===== src/rtl/point_splat_zbuffer_render_defines.svh =====
// Assertion macros shared by the RTL.
`ifndef POINT_SPLAT_ZBUFFER_RENDER_DEFINES_SVH
`define POINT_SPLAT_ZBUFFER_RENDER_DEFINES_SVH

// same-cycle implication, checked out of reset
`define PSZ_CHECK(lbl, ante, cons, msg) \
  lbl: assert property (@(posedge clk) disable iff (!rst_n) (ante) |-> (cons)) \
    else $error(msg);

// next-cycle implication, checked out of reset
`define PSZ_CHECK_NEXT(lbl, ante, cons, msg) \
  lbl: assert property (@(posedge clk) disable iff (!rst_n) (ante) |=> (cons)) \
    else $error(msg);

`endif


===== src/rtl/psz_pkg.sv =====
`default_nettype none
package psz_pkg;
  localparam int DEF_FRAME_WIDTH      = 960;
  localparam int DEF_FRAME_HEIGHT     = 540;
  localparam int DEF_SUBSAMPLE_STRIDE = 20;

  // screen coordinates stay below 4096
  localparam int COORD_W = 12;
  // camera-space coordinate in Q.8 after the axis dot product
  localparam int C8_W = 37;
  // positive depth magnitude
  localparam int Z8_W = 36;

  localparam logic [23:0] BG_COLOR    = 24'h503080;
  localparam logic [31:0] FAR_DEPTH   = 32'hFFFF_FFFF;
  localparam logic [31:0] FOCAL_RESET = 32'd35434332;

  // frame word: color in the upper bits, depth in the lower
  localparam int MEM_W = 56;

  typedef enum logic [1:0] {
    FN_CLEAR = 2'd0,
    FN_DRAW  = 2'd1,
    FN_READ  = 2'd2,
    FN_NOP   = 2'd3
  } func_t;

  typedef enum logic [3:0] {
    CFG_CAMERA_X   = 4'd0,
    CFG_CAMERA_Y   = 4'd1,
    CFG_CAMERA_Z   = 4'd2,
    CFG_SIDE_AXIS  = 4'd3,
    CFG_UP_AXIS    = 4'd4,
    CFG_VIEW_AXIS  = 4'd5,
    CFG_FOCAL      = 4'd6,
    CFG_DRAW_ALL   = 4'd7
  } cfg_idx_t;

  typedef struct packed {
    logic               done;
    logic               hit;
    logic [COORD_W-1:0] coord;
  } proj_res_t;
endpackage
`default_nettype wire


===== src/rtl/psz_proj.sv =====
`default_nettype none
// Perspective projection of one coordinate: q = (2*c*f + (E-1)*z*2^16) / (z*2^17),
// with a split multiply and a restoring divider, one quotient bit a cycle.
module psz_proj import psz_pkg::*; #(
  parameter int QB = 10
) (
  input  logic                   clk,
  input  logic                   rst_n,
  input  logic                   start,
  input  logic signed [C8_W-1:0] c8,
  input  logic [Z8_W-1:0]        z8,
  input  logic [COORD_W:0]       ext,
  input  logic [31:0]            focal,
  output proj_res_t              res
);
  localparam int P_W   = C8_W + 32;
  localparam int NW    = P_W + 2;
  localparam int CNT_W = $clog2(QB);
  localparam int HI_W  = C8_W - 32;

  typedef enum logic [6:0] {
    P_IDLE = 7'b0000001,
    P_MLO  = 7'b0000010,
    P_MHI  = 7'b0000100,
    P_NUM  = 7'b0001000,
    P_PRE  = 7'b0010000,
    P_DIV  = 7'b0100000,
    P_FIN  = 7'b1000000
  } pstate_t;

  pstate_t            state_r;
  logic [C8_W-1:0]    mag_r;
  logic               sgn_r;
  logic [Z8_W-1:0]    z_r;
  logic [COORD_W:0]   ext_r;
  logic [P_W-1:0]     t1_r;
  logic [NW-1:0]      t2_r;
  logic [NW-1:0]      num_r;
  logic [NW-1:0]      dsh_r;
  logic [QB-1:0]      q_r;
  logic [CNT_W-1:0]   cnt_r;
  logic               neg_r;
  logic               off_r;

  logic               load;
  logic [QB-1:0]      em1;
  logic [Z8_W+QB-1:0] zp;
  logic [63:0]        lo_prod;
  logic [HI_W+31:0]   hi_prod;
  logic [NW-1:0]      t1x;
  logic [NW-1:0]      dv;
  logic [NW-1:0]      dtop;
  logic               ge;
  logic [COORD_W:0]   ext_m1;

  assign load    = start && (state_r == P_IDLE || state_r == P_FIN);
  assign ext_m1  = ext - 1'b1;
  assign em1     = ext_m1[QB-1:0];
  assign zp      = z8 * em1;
  assign lo_prod = mag_r[31:0] * focal;
  assign hi_prod = mag_r[C8_W-1:32] * focal;
  assign t1x     = NW'({t1_r, 1'b0});
  assign dv      = NW'({z_r, 17'h0});
  assign dtop    = dv << QB;
  assign ge      = num_r >= dsh_r;

  always_ff @(posedge clk) begin
    if (!rst_n) begin
      state_r <= P_IDLE;
    end else begin
      if (load) begin
        mag_r <= c8[C8_W-1] ? C8_W'(-c8) : C8_W'(c8);
        sgn_r <= c8[C8_W-1];
        z_r   <= z8;
        ext_r <= ext;
        t2_r  <= NW'({zp, 16'h0});
      end
      case (state_r)
        P_IDLE, P_FIN: begin
          state_r <= load ? P_MLO : P_IDLE;
        end
        P_MLO: begin
          t1_r    <= P_W'(lo_prod);
          state_r <= P_MHI;
        end
        P_MHI: begin
          t1_r    <= t1_r + P_W'({hi_prod, 32'h0});
          state_r <= P_NUM;
        end
        P_NUM: begin
          if (!sgn_r) begin
            num_r <= t1x + t2_r;
            neg_r <= 1'b0;
          end else if (t2_r < t1x) begin
            num_r <= t1x - t2_r;
            neg_r <= 1'b1;
          end else begin
            num_r <= t2_r - t1x;
            neg_r <= 1'b0;
          end
          state_r <= P_PRE;
        end
        P_PRE: begin
          q_r <= '0;
          if (neg_r) begin
            // a negative sum truncates to column zero only while below one step
            off_r   <= num_r >= dv;
            state_r <= P_FIN;
          end else if (num_r >= dtop) begin
            off_r   <= 1'b1;
            state_r <= P_FIN;
          end else begin
            off_r   <= 1'b0;
            dsh_r   <= dv << (QB - 1);
            cnt_r   <= CNT_W'(QB - 1);
            state_r <= P_DIV;
          end
        end
        P_DIV: begin
          if (ge) begin
            num_r <= num_r - dsh_r;
          end
          q_r   <= {q_r[QB-2:0], ge};
          dsh_r <= dsh_r >> 1;
          cnt_r <= cnt_r - 1'b1;
          if (cnt_r == '0) begin
            state_r <= P_FIN;
          end
        end
        default: begin
          state_r <= P_IDLE;
        end
      endcase
    end
  end

  assign res.done  = (state_r == P_FIN);
  assign res.hit   = !off_r && (neg_r || ((COORD_W + 1)'(q_r) < ext_r));
  assign res.coord = COORD_W'(q_r);
endmodule
`default_nettype wire

===== config.mk =====
export PLATFORM = sky130hd
export DESIGN_NAME = psz_proj
export DESIGN_NICKNAME = d
export VERILOG_FILES = /design/src/rtl/point_splat_zbuffer_render_defines.svh /design/src/rtl/psz_pkg.sv /design/src/rtl/psz_proj.sv
export SDC_FILE = /design/constraint.sdc
export NUM_CORES = 2
export LEC_CHECK = 0
export BUFFER_PORTS_ARGS = -buffer_cell sky130_fd_sc_hd__buf_2
export CORE_MARGIN = 4
export CORE_UTILIZATION = 50
export DETAILED_ROUTE_END_ITERATION = 10
export HOLD_SLACK_MARGIN = 0.08
export PLACE_DENSITY = 0.69
export SYNTH_ARGS = -nofsm -noshare
export SYNTH_HDL_FRONTEND = slang
export SYNTH_SLANG_ARGS = --single-unit
export TNS_END_PERCENT = 50

===== constraint.sdc =====
create_clock -name clk -period 9.6 [get_ports clk]
set_input_delay 1.92 -clock clk [delete_from_list [all_inputs] [get_ports clk]]
set_output_delay 1.92 -clock clk [all_outputs]
set_load 0.02 [all_outputs]

Word-level counts from Yosys, hierarchy flattened
Index checks and enable logic that the tools add are counted.
{"block": "totals", "out_inout_bits": 14, "elab_cells": 79, "input_bits": 121, "reg_bits": 367}
{"block": "classes", "magnitude_cmp": 5, "reduce_logical": 17, "n_eq_ne": 11, "multipliers": 3, "mux": 21, "n_addsub": 8}
{"operator": "$mux 71", "count": 5}
{"operator": "$pmux 71 s2", "count": 2}
{"operator": "$pmux 69 s2", "count": 1}
{"operator": "$add 70x62->71", "count": 1}
{"operator": "$ge 71x53->1", "count": 1}
{"operator": "$ge 71x63->1", "count": 1}
{"operator": "$ge 71x71->1", "count": 1}
{"operator": "$sub 62x70->71", "count": 1}
{"operator": "$sub 70x62->71", "count": 1}
{"operator": "$sub 71x71->71", "count": 1}
{"operator": "$lt 62x70->1", "count": 1}
{"operator": "$add 69x69->69", "count": 1}
{"operator": "$mul 32x32->64", "count": 1}
{"operator": "$mul 36x10->46", "count": 1}
{"operator": "$pmux 7 s6", "count": 1}
{"operator": "$mul 5x32->37", "count": 1}
{"operator": "$neg 37->37", "count": 1}
{"operator": "$mux 36", "count": 1}
{"operator": "$mux 7", "count": 3}
{"operator": "$pmux 10 s2", "count": 1}
{"operator": "$lt 10x13->1", "count": 1}
{"operator": "$reduce_and 2->1", "count": 5}
{"operator": "$sub 10x1->10 const B", "count": 1}
{"operator": "$mux 4", "count": 2}
{"operator": "20 further kinds", "count": 29}

Depth between registers and ports, before layout
{"block": "depth", "depth_word": 5, "depth_mapped": 32, "mapped_depth_nobuf": 30}

Worst setup path after synthesis
Ideal clock, no wire load.
{"block": "synth_timing", "path_kind": "input to register", "startpoint": "in focal[10]", "endpoint": "reg t1_r[58] (data pin)", "path_stages": 28, "setup_ns": 0.152, "required_ns": 9.448, "n_path_buf": 2, "arrival_ns": 9.396, "setup_slack_ns": 0.052, "path_cell_list": "clkbuf_1 > clkbuf_1 > nand2_1 > fa_1 > inv_1 > fa_1 > fa_1 > inv_1 > fa_1 > inv_1 > fa_1 > ha_1 > fa_1 > inv_1 > fa_1 > inv_1 > ha_1 > nand4_1 > nor4b_1 > a211o_1 > a32oi_1 > o41ai_1 > a211oi_1 > a31oi_1 > nand2_1 > nand3_1 > or4b_2 > o21ai_0"}
{"block": "synth_between", "elab_chain_len": 3, "elab_cells_between_ends": 4, "cone_classes": "add/sub (1); mul (2); mux (1)"}
{"element": "start, declared", "line": "psz_proj.sv:13", "text": "input logic [31:0] focal,"}
{"element": "$mul 5x32->37", "line": "psz_proj.sv:61", "text": "assign hi_prod = mag_r[C8_W-1:32] * focal;"}
{"element": "$add 69x69->69", "line": "psz_proj.sv:87", "text": "t1_r <= t1_r + P_W'({hi_prod, 32'h0});"}
{"element": "$pmux 69 s2 (*)", "line": "psz_proj.sv:78", "text": "case (state_r)"}
{"element": "end signal, assigned", "line": "psz_proj.sv:83", "text": "t1_r <= P_W'(lo_prod);"}
{"element": "end signal, assigned", "line": "psz_proj.sv:87"}
{"element": "end, declared", "line": "psz_proj.sv:36", "text": "logic [P_W-1:0] t1_r;"}
Mark *: on every way between the ends. The rest lies on a longest branch, timed or not.
A chain may end at the register's enable or synchronous reset.

Final worst setup path
{"block": "layout_timing", "startpoint": "in focal[9]", "endpoint": "reg t1_r[58] (data pin)"}
Same word-level chain as after synthesis.

==> summary.md <==
| Metric | Value |
|---|---|
| Main synth FF type | `edfxtp_1` |
| Worst-path clk slew | `0.06 ns` |
| First-pass GRT wire length | `358 mm` |
| Hold path startpoint | `dsh_r[28]` |
| I/O Buffers | `132` |
| Critical path arrival | `9.80 ns` |
| Synth Register Bits | `358` |
| Status | `finished, final reports clean` |
| Root Buffer | `clkbuf_16` |
| Antenna viol nets, final | `0` |
| Rel. slew slack | `19.7%` |
| Worst-Margin Slew | `1.21 ns` |
| Number of enable flip-flop cells after synthesis | `351` |
| Crit path required time | `10.07 ns` |
| Crit Path Class | `input pin to flop` |
| Number of global-route vias before repair | `65800` |
| Die Ht | `405 um` |
| Crit-path max FO | `17` |
| All-Layer GR Usage | `27.2%` |
| CTS max path bufs | `3` |
| Hold Path End | `dsh_r[27]` |
| Leading area contributor after synthesis | `fa_1` |
| Num CTS Buffers | `46` |
| Commonest cells post-synth | `inv_1, fa_1, nand2_1, and2_1, ha_1` |
| Hold path cells | `2` |
| Initial Util | `50.4%` |
| CTS tree | `yes` |
| Reg2reg end | `t1_r[58]` |
| Sequential share of the synthesized area | `13.5%` |
| Chip width | `405 um` |
| Count leader, synth | `inv_1` |
| Post-DP Area | `0.0831 sq mm` |
| Core Box Area | `0.157 sq mm` |
| Synth Warn # | `0` |
| Clk_lat worst skew | `0.65 ns` |
| Worst-case clock skew | `0.0425 ns` |
| R2R depth | `27` |
| Syn Area/Cell | `8.73 sq um` |
| Ports | `135` |
| Max cap viols | `0` |
| Initial antenna violation count | `12` |
| Highest clock rate | `107 MHz` |
| Share of the synthesized area in the top cell type | `32.0%` |
| Clock Sinks | `358` |
| Iteration count of the initial detailed-routing pass | `6` |
| Iter 0 DRT Violations | `4611` |
| Area Overhead vs Synth | `7.33%` |
| Detailed Place HPWL | `181 mm` |
| R2r startpoint | `mag_r[8]` |
| Vias | `62900` |
| Post-route minimum period | `9.32 ns` |
| Ys async rst share | `0%` |
| Final Setup Violations | `0` |
| CTS H-tree lvls | `2` |
| DRC viols | `0` |
| Final Slew Violations | `0` |
| Number of distinct library cells after synthesis | `83` |
| RSZ-0062 raised after global routing | `false` |
| Syn Inst Count | `9037` |
| Largest net degree at the start of global routing | `74` |
| Tcrit/Tclk final | `97.1%` |
| Area occupied by multi-input gates | `0.0605 sq mm` |
| # fillers | `14300` |
| Via-to-Cell Ratio | `5.62` |
| Gpl congestion | `0.980` |
| Register area | `0.0107 sq mm` |
| Post-CTS setup buffers | `0` |
| Syn Std Cell Area | `0.0789 sq mm` |
| Die footprint | `0.164 sq mm` |
| FP Rows | `145` |
| Share of cells above drive strength 1 | `6.22%` |
| Worst setup SP type | `input pin` |
| WL/cell | `19.6 um` |
| CP Capture Type | `flop` |
| WL final | `219 mm` |
| Global route total overflow | `0` |
| HP Class | `flop to flop` |
| Top post-synthesis cells by area | `fa_1, edfxtp_1, ha_1, inv_1, and2_1` |
| NumNets Final | `11200` |
| Hold-fix buffers, CTS | `0` |
| Final hold vios | `0` |
| Fin area | `0.0847 sq mm` |
| Flop2flop setup slack | `0.76 ns` |
[how the worst max path moves through the flow]
stage          startpoint        to  cells past startpoint
2_1_floorplan   focal[10]  t1_r[58]                     28
3_3_place_gp     focal[4]  t1_r[58]                     29
3_5_place_dp    focal[24]  t1_r[58]                     26
4_1_cts         focal[24]  t1_r[63]                     29
5_1_grt          focal[7]  t1_r[63]                     29
6_report         focal[9]  t1_r[58]                     28
[worst max-delay path, stage by stage]
cell      delay [ns]
buf_2           0.20
buf_4           0.29
and2_1          0.20
fa_1            0.45
fa_1            0.50
inv_1           0.06
fa_1            0.48
fa_1            0.52
inv_1           0.05
fa_1            0.47
fa_1            0.53
fa_1            0.59
inv_1           0.07
fa_1            0.57
inv_1           0.05
ha_1            0.33
buf_4           0.16
a21oi_1         0.21
o21ai_0         0.15
a21oi_1         0.21
or3_1           0.16
o41ai_2         0.11
a211oi_1        0.23
buf_4           0.21
a31oi_4         0.15
and3_1          0.22
or4b_2          0.62
o21ai_0         0.09
[per-layer routing]
metal | share of wire, % | GRT usage, % | vias to the layer above
li1 | - | - | 28800
met1 | 43 | 36.9 | 31800
met2 | 48 | 45.8 | 1990
met3 | 6.3 | 3.65 | 338
met4 | 2.8 | 7.76 | 0
met5 | 0 | 0 | -
[kinds of logic after synthesis]
family                     share of synthesized area [%]
AOI/OAI and AO/OA                                   11.4
other                                            0.00475
and+or+nand+nor                                     17.8
xor gates and xnor gates                            3.69
DFF                                                 13.5
buffers and inverters                               10.0
muxes                                              0.284
adders and majority gates                           43.2
[layout make-up]
class | count | share of cell area (%)
multi-input combinational | 6578 | 71.4
sequential | 358 | 12.6
inverter | 1660 | 7.35
timing repair buffer | 435 | 3.69
tap | 2058 | 3.04
clock buffer | 52 | 1.39
clock inverter | 29 | 0.477
antenna | 7 | 0.0207
[placed cells by master (no fill, tap or decap), types with 15 or more instances in the layout]
master     netlist  routed
nand2_1        985     985
fa_1          1260    1260
o31ai_1         42      42
ha_1           710     710
nand3_1         77      77
or3_1           32      31
a31oi_1         59      58
buf_12           0      15
o21a_1          35      35
nand2b_1        89      89
nor2_1         379     374
buf_2            4     131
nand4_1         86      86
and3_1          27      26
inv_1         1660    1660
mux2i_1         19      19
nor3_1          81      80
a211oi_1        40      40
xor2_1         102      97
edfxtp_1       351     351
a21boi_0        18      18
or4_1           15      15
o211ai_1        33      33
o21ai_0        327     325
clkbuf_16        0      46
buf_4            2     288
and2_1         771     771
a21oi_1        461     458
a21o_1         184     184
nor4_1          42      42
xnor2_1        228     225
o21bai_1        75      75
nor2b_1        175     175
[per-stage QoR]
step                      cells  setup WS, ns  util [%]  hold slack (ns)  setup TNS (ns)
after global placement    11100        -0.564      53.1            0.536           -5.53
after detailed placement  11100        -0.675      53.1            0.546           -6.33
after CTS                 11200         0.175      54.1            0.546               0
after floorplan            9038        0.0519         -            0.508               0
final                     11200         0.275      54.1            0.538               0
after global routing      11200      0.000291      54.1            0.572               0
[state kept, by name, indices dropped and copies added, names as in the netlist]
signal and cells:
ext_r 13, cnt_r 4, num_r 71, t1_r 69, sgn_r 1, q_r 10
dsh_r 62, neg_r 1, t2_r 46, off_r 1, mag_r 37, z_r 36
state_r 7
[repair_timing]
item                       in CTS  in global routing
resized for setup               1                  8
cloned                          0                  0
setup endpoints to repair       1                 14
Power is not shown: default switching activity piles up to over one toggle a cycle in this logic, so the estimate is an artifact.
